**src/hdl/srs_pkg.sv**
```systemverilog
// shared types, constants and helpers of the sparse coefficient row store
package srs_pkg;

  localparam int SLOTS   = 64;
  localparam int IDX_W   = $clog2(SLOTS);
  localparam int CNT_W   = $clog2(SLOTS + 1);
  localparam int KEY_W   = 16;
  localparam int COEFF_W = 32;
  localparam int EPS_W   = 16;

  localparam logic [2:0] KIND_PUT    = 3'd0;
  localparam logic [2:0] KIND_ADD    = 3'd1;
  localparam logic [2:0] KIND_REMOVE = 3'd2;
  localparam logic [2:0] KIND_GET    = 3'd3;
  localparam logic [2:0] KIND_NEGATE = 3'd4;
  localparam logic [2:0] KIND_DIVIDE = 3'd5;
  localparam logic [2:0] KIND_CLEAR  = 3'd6;

  localparam logic [1:0] ST_OK      = 2'd0;
  localparam logic [1:0] ST_ABSENT  = 2'd1;
  localparam logic [1:0] ST_FULL    = 2'd2;
  localparam logic [1:0] ST_DIVZERO = 2'd3;

  typedef struct packed {
    logic [KEY_W-1:0]          key;
    logic signed [COEFF_W-1:0] coeff;
  } entry_t;

  // magnitude strictly below epsilon
  function automatic logic near_zero(input logic signed [COEFF_W:0] x,
                                     input logic [EPS_W-1:0] eps);
    logic signed [COEFF_W+1:0] xw;
    logic signed [COEFF_W+1:0] ew;
    begin
      xw = (COEFF_W+2)'(x);
      ew = (COEFF_W+2)'({1'b0, eps});
      near_zero = (xw > -ew) && (xw < ew);
    end
  endfunction

  function automatic logic signed [COEFF_W-1:0] sat32(input logic signed [COEFF_W:0] x);
    logic signed [COEFF_W:0] hi;
    logic signed [COEFF_W:0] lo;
    begin
      hi = (COEFF_W+1)'({2'b00, {(COEFF_W-1){1'b1}}});
      lo = (COEFF_W+1)'({2'b11, {(COEFF_W-1){1'b0}}});
      if (x > hi) sat32 = hi[COEFF_W-1:0];
      else if (x < lo) sat32 = lo[COEFF_W-1:0];
      else sat32 = x[COEFF_W-1:0];
    end
  endfunction

endpackage

```
**src/hdl/srs_slot_ram.sv**
```systemverilog
// slot memory: key and coefficient per slot, one write and one registered read port
module srs_slot_ram
  import srs_pkg::*;
(
  input  logic             clk,
  input  logic             wr_en,
  input  logic [IDX_W-1:0] wr_addr,
  input  entry_t           wr_data,
  input  logic             rd_en,
  input  logic [IDX_W-1:0] rd_addr,
  output entry_t           rd_data
);

  entry_t mem [SLOTS];

  always_ff @(posedge clk) begin
    if (wr_en) begin
      mem[wr_addr] <= wr_data;
    end
  end

  always_ff @(posedge clk) begin
    if (rd_en) begin
      rd_data <= mem[rd_addr];
    end
  end

endmodule

```
**src/hdl/srs_divider.sv**
```systemverilog
// iterative signed divider, one quotient bit per cycle, saturated 32 bit result
module srs_divider
  import srs_pkg::*;
(
  input  logic                       clk,
  input  logic                       rst,
  input  logic                       start,
  input  logic signed [COEFF_W+15:0] dividend,
  input  logic signed [COEFF_W-1:0]  divisor,
  output logic                       done,
  output logic signed [COEFF_W-1:0]  quotient
);

  localparam int NUM_W = COEFF_W + 16;
  localparam int CYC_W = $clog2(NUM_W);

  logic             running;
  logic [CYC_W-1:0] cnt;
  logic [NUM_W-1:0] num;
  logic [COEFF_W-1:0] den;
  logic [COEFF_W-1:0] rem;
  logic             neg;
  logic [COEFF_W:0] rem_sh;
  logic             ge;
  logic [NUM_W-1:0] q_fin;
  logic signed [COEFF_W-1:0] q_sat;

  assign rem_sh = {rem, num[NUM_W-1]};
  assign ge     = rem_sh >= {1'b0, den};
  assign q_fin  = {num[NUM_W-2:0], ge};

  // magnitude to signed with saturation
  always_comb begin
    if (!neg) begin
      if (q_fin > NUM_W'({1'b0, {(COEFF_W-1){1'b1}}})) q_sat = {1'b0, {(COEFF_W-1){1'b1}}};
      else q_sat = q_fin[COEFF_W-1:0];
    end else begin
      if (q_fin > NUM_W'({1'b1, {(COEFF_W-1){1'b0}}})) q_sat = {1'b1, {(COEFF_W-1){1'b0}}};
      else q_sat = -q_fin[COEFF_W-1:0];
    end
  end

  always_ff @(posedge clk) begin
    if (rst) begin
      running <= 1'b0;
      done    <= 1'b0;
    end else begin
      done <= 1'b0;
      if (start) begin
        running <= 1'b1;
        cnt     <= '0;
        rem     <= '0;
        neg     <= dividend[NUM_W-1] ^ divisor[COEFF_W-1];
        num     <= dividend[NUM_W-1] ? NUM_W'(-dividend) : NUM_W'(dividend);
        den     <= divisor[COEFF_W-1] ? COEFF_W'(-divisor) : COEFF_W'(divisor);
      end else if (running) begin
        rem <= ge ? COEFF_W'(rem_sh - {1'b0, den}) : rem_sh[COEFF_W-1:0];
        num <= q_fin;
        cnt <= cnt + 1'b1;
        if (cnt == CYC_W'(NUM_W - 1)) begin
          running  <= 1'b0;
          done     <= 1'b1;
          quotient <= q_sat;
        end
      end
    end
  end

endmodule

```
**src/hdl/sparse_coefficient_row_store.sv**
```systemverilog
// top level of the sparse coefficient row store: command sequencer and slot bookkeeping
//
// Holds up to 64 Q16.16 coefficients keyed by a 16 bit variable id. A command
// is taken when start is high and busy is low; exactly one result beat follows,
// marked by a one-cycle done strobe, and it cannot be held off. Put, add,
// remove and get scan the slot memory one slot per cycle, through all 64
// slots when the id is absent and up to its slot when present. Negate-all
// walks all 64 slots, skips empty ones in S_SWRD and rewrites each live entry
// via S_SWDATA; divide-all also waits in S_SWDIV for the 48-step bit-serial
// divider per live entry. Clear, add of an operand inside epsilon, divide by
// zero and the unused kind go straight to S_FINISH. The result beat comes in
// the same cycle as busy drops. The slot memory needs no clearing pass after
// reset: per-slot valid flops mark live entries.
// epsilon may only be written while busy is low and no result is pending.
module sparse_coefficient_row_store
  import srs_pkg::*;
(
  input  logic                      clk,
  input  logic                      rst,
  input  logic                      start,
  output logic                      busy,
  input  logic [2:0]                kind,
  input  logic [KEY_W-1:0]          var_id,
  input  logic signed [COEFF_W-1:0] operand_value,
  input  logic                      epsilon_wr,
  input  logic [EPS_W-1:0]          epsilon,
  output logic                      done,
  output logic signed [COEFF_W-1:0] value_out,
  output logic [1:0]                status,
  output logic [CNT_W-1:0]          entry_total
);

  typedef enum logic [7:0] {
    S_IDLE   = 8'b0000_0001,
    S_SCAN   = 8'b0000_0010,
    S_HIT    = 8'b0000_0100,
    S_MISS   = 8'b0000_1000,
    S_SWRD   = 8'b0001_0000,
    S_SWDATA = 8'b0010_0000,
    S_SWDIV  = 8'b0100_0000,
    S_FINISH = 8'b1000_0000
  } state_t;

  state_t state;

  // command beat latched at acceptance; eps holds the current epsilon
  logic [2:0]                op_kind;
  logic [KEY_W-1:0]          op_key;
  logic signed [COEFF_W-1:0] op_val;
  logic [EPS_W-1:0]          eps;

  logic [SLOTS-1:0]          valid;
  logic [CNT_W-1:0]          count;

  // scan pointers: idx issues reads, chk_idx is the slot whose data is back
  logic [IDX_W:0]            idx;
  logic                      chk_live;
  logic [IDX_W-1:0]          chk_idx;
  logic                      free_found;
  logic [IDX_W-1:0]          free_idx;
  logic [IDX_W-1:0]          hit_idx;
  logic signed [COEFF_W-1:0] hit_coeff;

  logic signed [COEFF_W-1:0] res_value;
  logic [1:0]                res_status;

  logic                      rd_en;
  entry_t                    rd_data;
  logic                      wr_en;
  logic [IDX_W-1:0]          wr_addr;
  entry_t                    wr_data;

  logic                      div_start;
  logic                      div_done;
  logic signed [COEFF_W-1:0] div_q;

  logic                      opv_nz;
  logic signed [COEFF_W-1:0] sum;
  logic                      sum_nz;
  logic signed [COEFF_W-1:0] neg_coeff;
  logic                      at_end;

  assign busy      = (state != S_IDLE);
  assign opv_nz    = near_zero((COEFF_W+1)'(op_val), eps);
  assign sum       = sat32((COEFF_W+1)'(hit_coeff) + (COEFF_W+1)'(op_val));
  assign sum_nz    = near_zero((COEFF_W+1)'(sum), eps);
  assign neg_coeff = sat32(-((COEFF_W+1)'(rd_data.coeff)));
  assign at_end    = (idx == (IDX_W+1)'(SLOTS));

  assign rd_en = ((state == S_SCAN) && !at_end) ||
                 ((state == S_SWRD) && !at_end && valid[idx[IDX_W-1:0]]);
  assign div_start = (state == S_SWDATA) && (op_kind == KIND_DIVIDE);

  srs_slot_ram u_ram (
    .clk     (clk),
    .wr_en   (wr_en),
    .wr_addr (wr_addr),
    .wr_data (wr_data),
    .rd_en   (rd_en),
    .rd_addr (idx[IDX_W-1:0]),
    .rd_data (rd_data)
  );

  srs_divider u_div (
    .clk      (clk),
    .rst      (rst),
    .start    (div_start),
    .dividend ({rd_data.coeff, 16'h0000}),
    .divisor  (op_val),
    .done     (div_done),
    .quotient (div_q)
  );

  // write port of the slot memory
  always_comb begin
    wr_en   = 1'b0;
    wr_addr = idx[IDX_W-1:0];
    wr_data = '{key: op_key, coeff: op_val};
    case (state)
      S_HIT: begin
        wr_addr = hit_idx;
        if (op_kind == KIND_PUT && !opv_nz) begin
          wr_en = 1'b1;
        end else if (op_kind == KIND_ADD && !sum_nz) begin
          wr_en   = 1'b1;
          wr_data = '{key: op_key, coeff: sum};
        end
      end
      S_MISS: begin
        wr_addr = free_idx;
        wr_en   = (op_kind == KIND_PUT || op_kind == KIND_ADD) && !opv_nz && free_found;
      end
      S_SWDATA: begin
        wr_en   = (op_kind == KIND_NEGATE);
        wr_data = '{key: rd_data.key, coeff: neg_coeff};
      end
      S_SWDIV: begin
        wr_en   = div_done;
        wr_data = '{key: rd_data.key, coeff: div_q};
      end
      default: begin
        wr_en = 1'b0;
      end
    endcase
  end

  always_ff @(posedge clk) begin
    if (rst) begin
      state      <= S_IDLE;
      eps        <= EPS_W'(66);
      valid      <= '0;
      count      <= '0;
      done       <= 1'b0;
      chk_live   <= 1'b0;
      free_found <= 1'b0;
    end else begin
      done <= 1'b0;
      if (epsilon_wr) begin
        eps <= epsilon;
      end
      case (state)
        S_IDLE: begin
          if (start) begin
            op_kind    <= kind;
            op_key     <= var_id;
            op_val     <= operand_value;
            res_value  <= '0;
            res_status <= ST_OK;
            idx        <= '0;
            chk_live   <= 1'b0;
            free_found <= 1'b0;
            case (kind)
              KIND_PUT, KIND_REMOVE, KIND_GET: state <= S_SCAN;
              KIND_ADD: begin
                // an operand inside epsilon is a no-op
                if (near_zero((COEFF_W+1)'(operand_value), eps)) state <= S_FINISH;
                else state <= S_SCAN;
              end
              KIND_NEGATE: state <= S_SWRD;
              KIND_DIVIDE: begin
                if (operand_value == '0) begin
                  res_status <= ST_DIVZERO;
                  state      <= S_FINISH;
                end else begin
                  state <= S_SWRD;
                end
              end
              KIND_CLEAR: begin
                valid <= '0;
                count <= '0;
                state <= S_FINISH;
              end
              default: state <= S_FINISH;
            endcase
          end
        end
        S_SCAN: begin
          if (!at_end) begin
            idx      <= idx + 1'b1;
            chk_live <= 1'b1;
            chk_idx  <= idx[IDX_W-1:0];
          end else begin
            chk_live <= 1'b0;
          end
          if (chk_live) begin
            if (valid[chk_idx] && rd_data.key == op_key) begin
              hit_idx   <= chk_idx;
              hit_coeff <= rd_data.coeff;
              state     <= S_HIT;
            end else begin
              // remember the lowest free slot for a later insert
              if (!valid[chk_idx] && !free_found) begin
                free_found <= 1'b1;
                free_idx   <= chk_idx;
              end
              if (chk_idx == IDX_W'(SLOTS - 1)) state <= S_MISS;
            end
          end
        end
        S_HIT: begin
          case (op_kind)
            KIND_PUT: begin
              if (opv_nz) begin
                valid[hit_idx] <= 1'b0;
                count          <= count - 1'b1;
              end
            end
            KIND_ADD: begin
              if (sum_nz) begin
                valid[hit_idx] <= 1'b0;
                count          <= count - 1'b1;
              end
            end
            KIND_REMOVE: begin
              res_value      <= hit_coeff;
              valid[hit_idx] <= 1'b0;
              count          <= count - 1'b1;
            end
            KIND_GET: res_value <= hit_coeff;
            default: res_value <= '0;
          endcase
          state <= S_FINISH;
        end
        S_MISS: begin
          if (op_kind == KIND_PUT || op_kind == KIND_ADD) begin
            if (!opv_nz) begin
              if (free_found) begin
                valid[free_idx] <= 1'b1;
                count           <= count + 1'b1;
              end else begin
                res_status <= ST_FULL;
              end
            end
          end else begin
            res_status <= ST_ABSENT;
          end
          state <= S_FINISH;
        end
        S_SWRD: begin
          if (at_end) begin
            state <= S_FINISH;
          end else if (valid[idx[IDX_W-1:0]]) begin
            state <= S_SWDATA;
          end else begin
            idx <= idx + 1'b1;
          end
        end
        S_SWDATA: begin
          if (op_kind == KIND_NEGATE) begin
            idx   <= idx + 1'b1;
            state <= S_SWRD;
          end else begin
            state <= S_SWDIV;
          end
        end
        S_SWDIV: begin
          if (div_done) begin
            idx   <= idx + 1'b1;
            state <= S_SWRD;
          end
        end
        S_FINISH: begin
          done        <= 1'b1;
          value_out   <= res_value;
          status      <= res_status;
          entry_total <= count;
          state       <= S_IDLE;
        end
        default: state <= S_IDLE;
      endcase
    end
  end

  // a result beat only goes out once the block is free again
  a_done_idle: assert property (@(posedge clk) disable iff (rst) done |-> !busy)
    else $error("result beat while busy");

  // an accepted command always occupies the block
  a_accept_busy: assert property (@(posedge clk) disable iff (rst) start && !busy |=> busy)
    else $error("command accepted but block not busy");

  // live count never passes the slot count
  a_count_range: assert property (@(posedge clk) disable iff (rst)
    count <= CNT_W'(SLOTS))
    else $error("live count out of range");

  // a refused insert only happens with every slot in use
  a_full_count: assert property (@(posedge clk) disable iff (rst)
    done && status == ST_FULL |-> entry_total == CNT_W'(SLOTS))
    else $error("table full reported with free slots");

endmodule

```
**config.mk**
```make
export PLATFORM = sky130hd
export DESIGN_NAME = sparse_coefficient_row_store
export DESIGN_NICKNAME = d
export VERILOG_FILES = /design/src/hdl/srs_pkg.sv /design/src/hdl/srs_slot_ram.sv /design/src/hdl/srs_divider.sv /design/src/hdl/sparse_coefficient_row_store.sv
export SDC_FILE = /design/constraint.sdc
export NUM_CORES = 2
export LEC_CHECK = 0
export BUFFER_PORTS_ARGS = -buffer_cell sky130_fd_sc_hd__buf_2
export CORE_AREA = 10 10 508 758
export DETAILED_ROUTE_END_ITERATION = 16
export DIE_AREA = 0 0 518 768
export PLACE_DENSITY = 0.62
export SLEW_MARGIN = 5
export SYNTH_ARGS = -nofsm -noshare
export SYNTH_HDL_FRONTEND = slang
export SYNTH_SLANG_ARGS = --single-unit
export TNS_END_PERCENT = 1
```
**constraint.sdc**
```tcl
create_clock -name clk -period 11.7 [get_ports clk]
set_input_delay 1.755 -clock clk [delete_from_list [all_inputs] [get_ports clk]]
set_output_delay 1.755 -clock clk [all_outputs]
set_load 0.02 [all_outputs]
```
[Word level (Yosys, flattened, before mapping)]
Memory sizes are Yosys's and may differ from the RTL's. A register that Yosys moved wholly into a read port is not among the register bits.
Index checks and enable logic that the tools add are counted.
Storage, ports and cells
  flip-flop bits (word level): 434
  bits in writable memories: 3072
  logic and storage cells: 255
  memories: 1
Memories
  u_ram.mem: depth 64, width 48, read ports 1, clocked after memory_dff 1, write ports 1, line srs_slot_ram.sv:14  | entry_t mem [SLOTS];
Cells by class
  $add $sub $neg: 11
  order comparisons: 19
  equal/unequal tests: 45
  muxes and demuxes: 90
  bitwise gates (word level): 9
  reductions and logical operators: 51
Operators by type and width (number)
  $mux 64: 7
  $mux 32: 12
  $pmux 64 s3: 2
  $mux 48: 3
  $pmux 48 s3: 1
  $pmux 32 s2: 2
  $gt 32x34->1: 3
  $mux 7: 14
  $lt 32x17->1: 3
  $mux 8: 9
  $gt 33x32->1 const B: 2
  $lt 33x32->1 const B: 2
  $and 64x64->64: 1
  $neg 32->32: 2
  $not 64->64: 1
  $or 64x64->64: 1
  $gt 48x31->1 const B: 1
  $gt 48x32->1 const B: 1
  $neg 48->48: 1
  $pmux 8 s6: 1
  $pmux 7 s3: 2
  $pmux 7 s5: 1
  $neg 16->34: 1
  $add 32x32->33: 1
  58 further kinds: 151

[Longest topological paths before layout]
  depth after elaboration: 13
  mapped depth: 27

[Hierarchy]
Synthesis repeated with hierarchy kept, for this count alone.
Second synthesis, totals
  cell total of the unflattened synthesis: 8426
  area total of the unflattened synthesis: 149191.8 um^2
Modules (own cells, without submodules)
  srs_slot_ram: times used 1, cells each 5247, area each 118671.3 um^2, seq. area each 93689.9 um^2
  sparse_coefficient_row_store: times used 1, cells each 2109, area each 20309.5 um^2, seq. area each 7457.2 um^2
  srs_divider: times used 1, cells each 1070, area each 10211.0 um^2, seq. area each 4574.4 um^2

[Least setup slack after synthesis]
Ideal clock, no wire load.
  path type: register to register
  start: register op_val[14]
  end: memory u_ram.mem[0][16] (netlist name) (data pin)
  library setup time: 0.721 ns
  arrival: 8.064 ns
  path slack: 2.915 ns
  stages on the path, launching flop included: 25
  path buffers: 3
  period minus slack after synthesis: 8.785 ns
  cell sequence: edfxtp_1 ha_1 buf_2 nand4_1 a211oi_1 a2bb2oi_1 o41ai_1 o21ai_0 a211oi_2 nor2_1 clkbuf_1 o21ai_0 ha_1 a21oi_1 a21boi_0 o311ai_0 a21oi_1 nor3_1 mux2_2 nand3_1 nand3_1 nor2_1 clkbuf_1 o22ai_1 a211oi_1
RTL lines
  start: declaration: line sparse_coefficient_row_store.sv:49  | logic signed [COEFF_W-1:0] op_val;
  start signal: assignment: line sparse_coefficient_row_store.sv:166  | op_val <= operand_value;
  end: declaration: line srs_slot_ram.sv:14

[Final worst setup path]
  start: register op_val[14]
  end: memory u_ram.mem[28][13] (netlist name) (enable)
On the way
  word-level cells in the longest chain between the ends: 13
  elaborated cells between the ends (all ways): 22
Ends and longest elaborated chain
  $add 32x32->33: line sparse_coefficient_row_store.sv:85  | assign sum = sat32((COEFF_W+1)'(hit_coeff) + (COEFF_W+1)'(op_val));
  $lt 33x32->1: line srs_pkg.sv:48  | else if (x < lo) sat32 = lo[COEFF_W-1:0];
  $mux 32: line srs_pkg.sv:48
  $mux 32: line srs_pkg.sv:47  | if (x > hi) sat32 = hi[COEFF_W-1:0];
  $gt 32x34->1 / $lt 32x17->1 (equally long branches): line srs_pkg.sv:37  | near_zero = (xw > -ew) && (xw < ew);
  $logic_and 1x1->1: line srs_pkg.sv:37
  $logic_not 1->1: line sparse_coefficient_row_store.sv:124  | end else if (op_kind == KIND_ADD && !sum_nz) begin
  $logic_and 1x1->1: line sparse_coefficient_row_store.sv:124
  $mux 1: line sparse_coefficient_row_store.sv:124
  $mux 1: line sparse_coefficient_row_store.sv:122  | if (op_kind == KIND_PUT && !opv_nz) begin
  $pmux 1 s4 (*): line sparse_coefficient_row_store.sv:119  | case (state)
  $mux 1 (*): line srs_slot_ram.sv:17  | if (wr_en) begin
  $mux 1 (not written as such) (*): line srs_slot_ram.sv:18  | mem[wr_addr] <= wr_data;
Mark *: on every way between the ends. The rest lies on a longest branch, timed or not.

==> impl_results.md <==
- Post-synth EDFFs: 3454
- Boundary Pins: 114
- CTS buffer count: 329
- Die width: 518 µm
- Status: completed
- Largest net degree at the start of global routing: 140
- Row count: 274
- Total grt overflow: 0
- CTS sink count: 3554
- Core area: 371000 µm²
- Postcts setup bufs: 0
- Clk pin slew, worst setup/hold paths: 0.07 ns
- Clock Path Buffers: 4
- Syn_area_per_cell: 19.4 µm²
- Fin. max-slew vios: 0
- Ys Warns: 0
- Dpl ws: 2.18 ns
- Power, Total: 28.2 mW
- Max cap viols: 0
- Setup crit start kind: flop
- Hold_buf cts: 0
- Die ar.: 398000 µm²
- Worst Tran Pin Value: 1.27 ns
- Placed instance count: 12500
- GRT Total Usage: 0.207
- Max H-tree Level: 5
- Vias: 78500
- Synth Register Bits: 3554
- Crit Path Category: reg -> reg
- Final Setup Violations: 0
- Crit share post-route: 0.821
- Net count after synthesis: 7901
- Most frequent cells in the layout: edfxtp_1 (3454), mux4_2 (1050), clkbuf_16 (333)
- Initial antenna violation count: 27
- Endpoint type of the worst setup path: flop
- Root Buffer: clkbuf_16
- CP Max Fanout: 44
- Final RePlAce weighted congestion: 0.935
- CTS tree: done
- Syn-to-layout area delta: 13.1%
- Leakage: 52.2 nW
- Total Wirelength: 425 mm
- 1st-pass router iterations: 8
- Share of cells above drive strength 1: 0.255
- Cell area power density: 169 nW/µm²
- First-pass GRT wire length: 604 mm
- Data arrival, critical path: 10.12 ns
- Vias per cell: 5.97
- Post-route minimum period: 9.60 ns
- Peak VDD IR: 0.000131 V
- Remaining DRCs: 0
- Top_reg_cell synth: edfxtp_1
- Initial Util: 0.398
- Remaining antenna violation count: 0
- Clock Skew: 0.0538 ns
- Setup_tns: 0 ns
- WL per Instance: 32.3 µm
- Setup WS post-layout: 2.10 ns
- Cell count after synthesis: 7601
- HPWL after detailed placement: 274 mm
- Worst-Skew Late Latency: 0.93 ns
- Slew HR: 0.143
- Port Buffers: 113
- Most common cell after layout, fill and taps aside: edfxtp_1
- Fmax: 104 MHz
- Hold violation total from the final report: 0
- Die Ht: 768 µm
- Layout Cells excl Fill: 13100
- Mapped cell area: 148000 µm²
- Hold Path Class: reg -> reg
- Vias in the first global route: 80100
- RSZ-0062 raised after global routing: false
- Nets: 8192
- Netlist cell types: 88
- Drt initial violations: 8836
- Post-synth ARST share: 0
- Critical Path RT: 12.22 ns
- Resized Gates After CTS: 0
- Seq/Total Area, Yosys: 0.715
## state kept, by name (all words and copies together), names as in the netlist, 7 cells and up
name	flops
eps	16
u_ram.rd_data	48
u_div.den	32
u_div.quotient	32
u_div.num	48
u_ram.mem	3072
u_div.rem	32
idx	7
hit_coeff	32
res_value	32
state	8
entry_total	7
valid	64
op_val	32
value_out	32
op_key	16
count	7
## Yosys cell counts, types with 29 or more instances
cell / n / area share
clkbuf_1: 292 / 0.0074
dfxtp_1: 100 / 0.014
nand3_1: 56 / 0.0019
nand2b_1: 40 / 0.0017
nand2_1: 241 / 0.0061
inv_1: 169 / 0.0043
nor4_1: 120 / 0.0051
o21a_1: 32 / 0.0016
nor2_1: 266 / 0.0068
edfxtp_1: 3454 / 0.70
o21ai_0: 176 / 0.0060
a211oi_1: 34 / 0.0017
a21o_1: 51 / 0.0026
or3_1: 37 / 0.0016
a21oi_1: 239 / 0.0081
buf_1: 97 / 0.0025
nor3b_1: 33 / 0.0017
mux4_2: 1050 / 0.16
and2_1: 58 / 0.0025
xor2_1: 60 / 0.0036
xnor2_1: 110 / 0.0065
nand4_1: 50 / 0.0021
nor2b_1: 29 / 0.0012
o32ai_1: 66 / 0.0039
ha_1: 226 / 0.019
nor3_1: 98 / 0.0033
## path summary, 6_finish.rpt
check,start,endpoint,slack [ns],cells after the start
max,op_val[14],u_ram.mem[28][13],2.10,23
min,res_value[12],value_out[12],0.42,0
max reg2reg,op_val[14],u_ram.mem[28][13],2.10,23
min reg2reg,res_value[12],value_out[12],0.42,0
## metrics by stage
stage / utilization / hold WS (ns) / cell area [µm²]
6_report: 0.451 / 0.418 / 167000
5_1_grt: 0.451 / 0.426 / 167000
4_1_cts: 0.451 / 0.420 / 167000
3_5_place_dp: 0.421 / 0.405 / 156000
3_3_place_gp: 0.421 / 0.403 / 156000
2_1_floorplan: - / 0.400 / 148000
## kinds of logic (layout without fill, tap and decap cells)
kind of cell	Yosys count	in the layout	share of synthesized area
compound gates	827	827	0.0368
xor+xnor	170	170	0.0101
fa+ha+maj	233	233	0.0198
buf+inv	578	1136	0.0149
flops	3554	3554	0.715
mux	1086	1086	0.163
other cells	0	12	0
simple gates	1153	1153	0.0405
## area by class of cell
type	instances	area, µm²
fillers	31200	204000
flip-flops and latches	3554	106000
multi-input cells	3469	40700
clock buffers	379	8520
well taps	4968	6220
repair buffers	368	2980
clock inverters	219	2360
inverters	170	638
diodes	12	30.0
## metal layers
| layer | vias up | global-route usage | part of all wire | wire length [µm] |
|---|---|---|---|---|
| met5 | - | 0 | 0.000064 | 27 |
| met4 | 4 | 0.0989 | 0.057 | 24300 |
| met3 | 869 | 0.0284 | 0.062 | 26300 |
| met2 | 3479 | 0.370 | 0.52 | 221000 |
| met1 | 41900 | 0.248 | 0.36 | 153000 |
| li1 | 32300 | - | - | - |
## report_power, final
group / leakage [nW] / switching (mW) / internal (mW)
combinational: 15.1 / 1.86 / 1.21
clock: 5.24 / 4.89 / 6.11
sequential: 31.9 / 0.0679 / 14.1
total: 52.2 / 6.82 / 21.4
## critical path, cell delays in order, from the launching register on
cell and delay, ns:
edfxtp_1 0.57, ha_1 0.53, nand4_1 0.23, a211oi_1 0.32
a2bb2oi_1 0.24, o41ai_1 0.61, o21ai_0 0.18, a211oi_2 0.63
nand2_1 0.65, a21oi_1 0.43, ha_1 0.22, nand4_1 0.17
nor4_1 0.85, o21ai_0 0.24, a21oi_1 0.19, nor3_1 0.07
mux2_2 0.30, nand3_1 0.11, a21oi_1 0.12, a211oi_4 0.89
o211ai_1 0.31, buf_4 0.29, nor2_4 0.17, buf_4 0.73
Power figures use the tool's default switching activity.
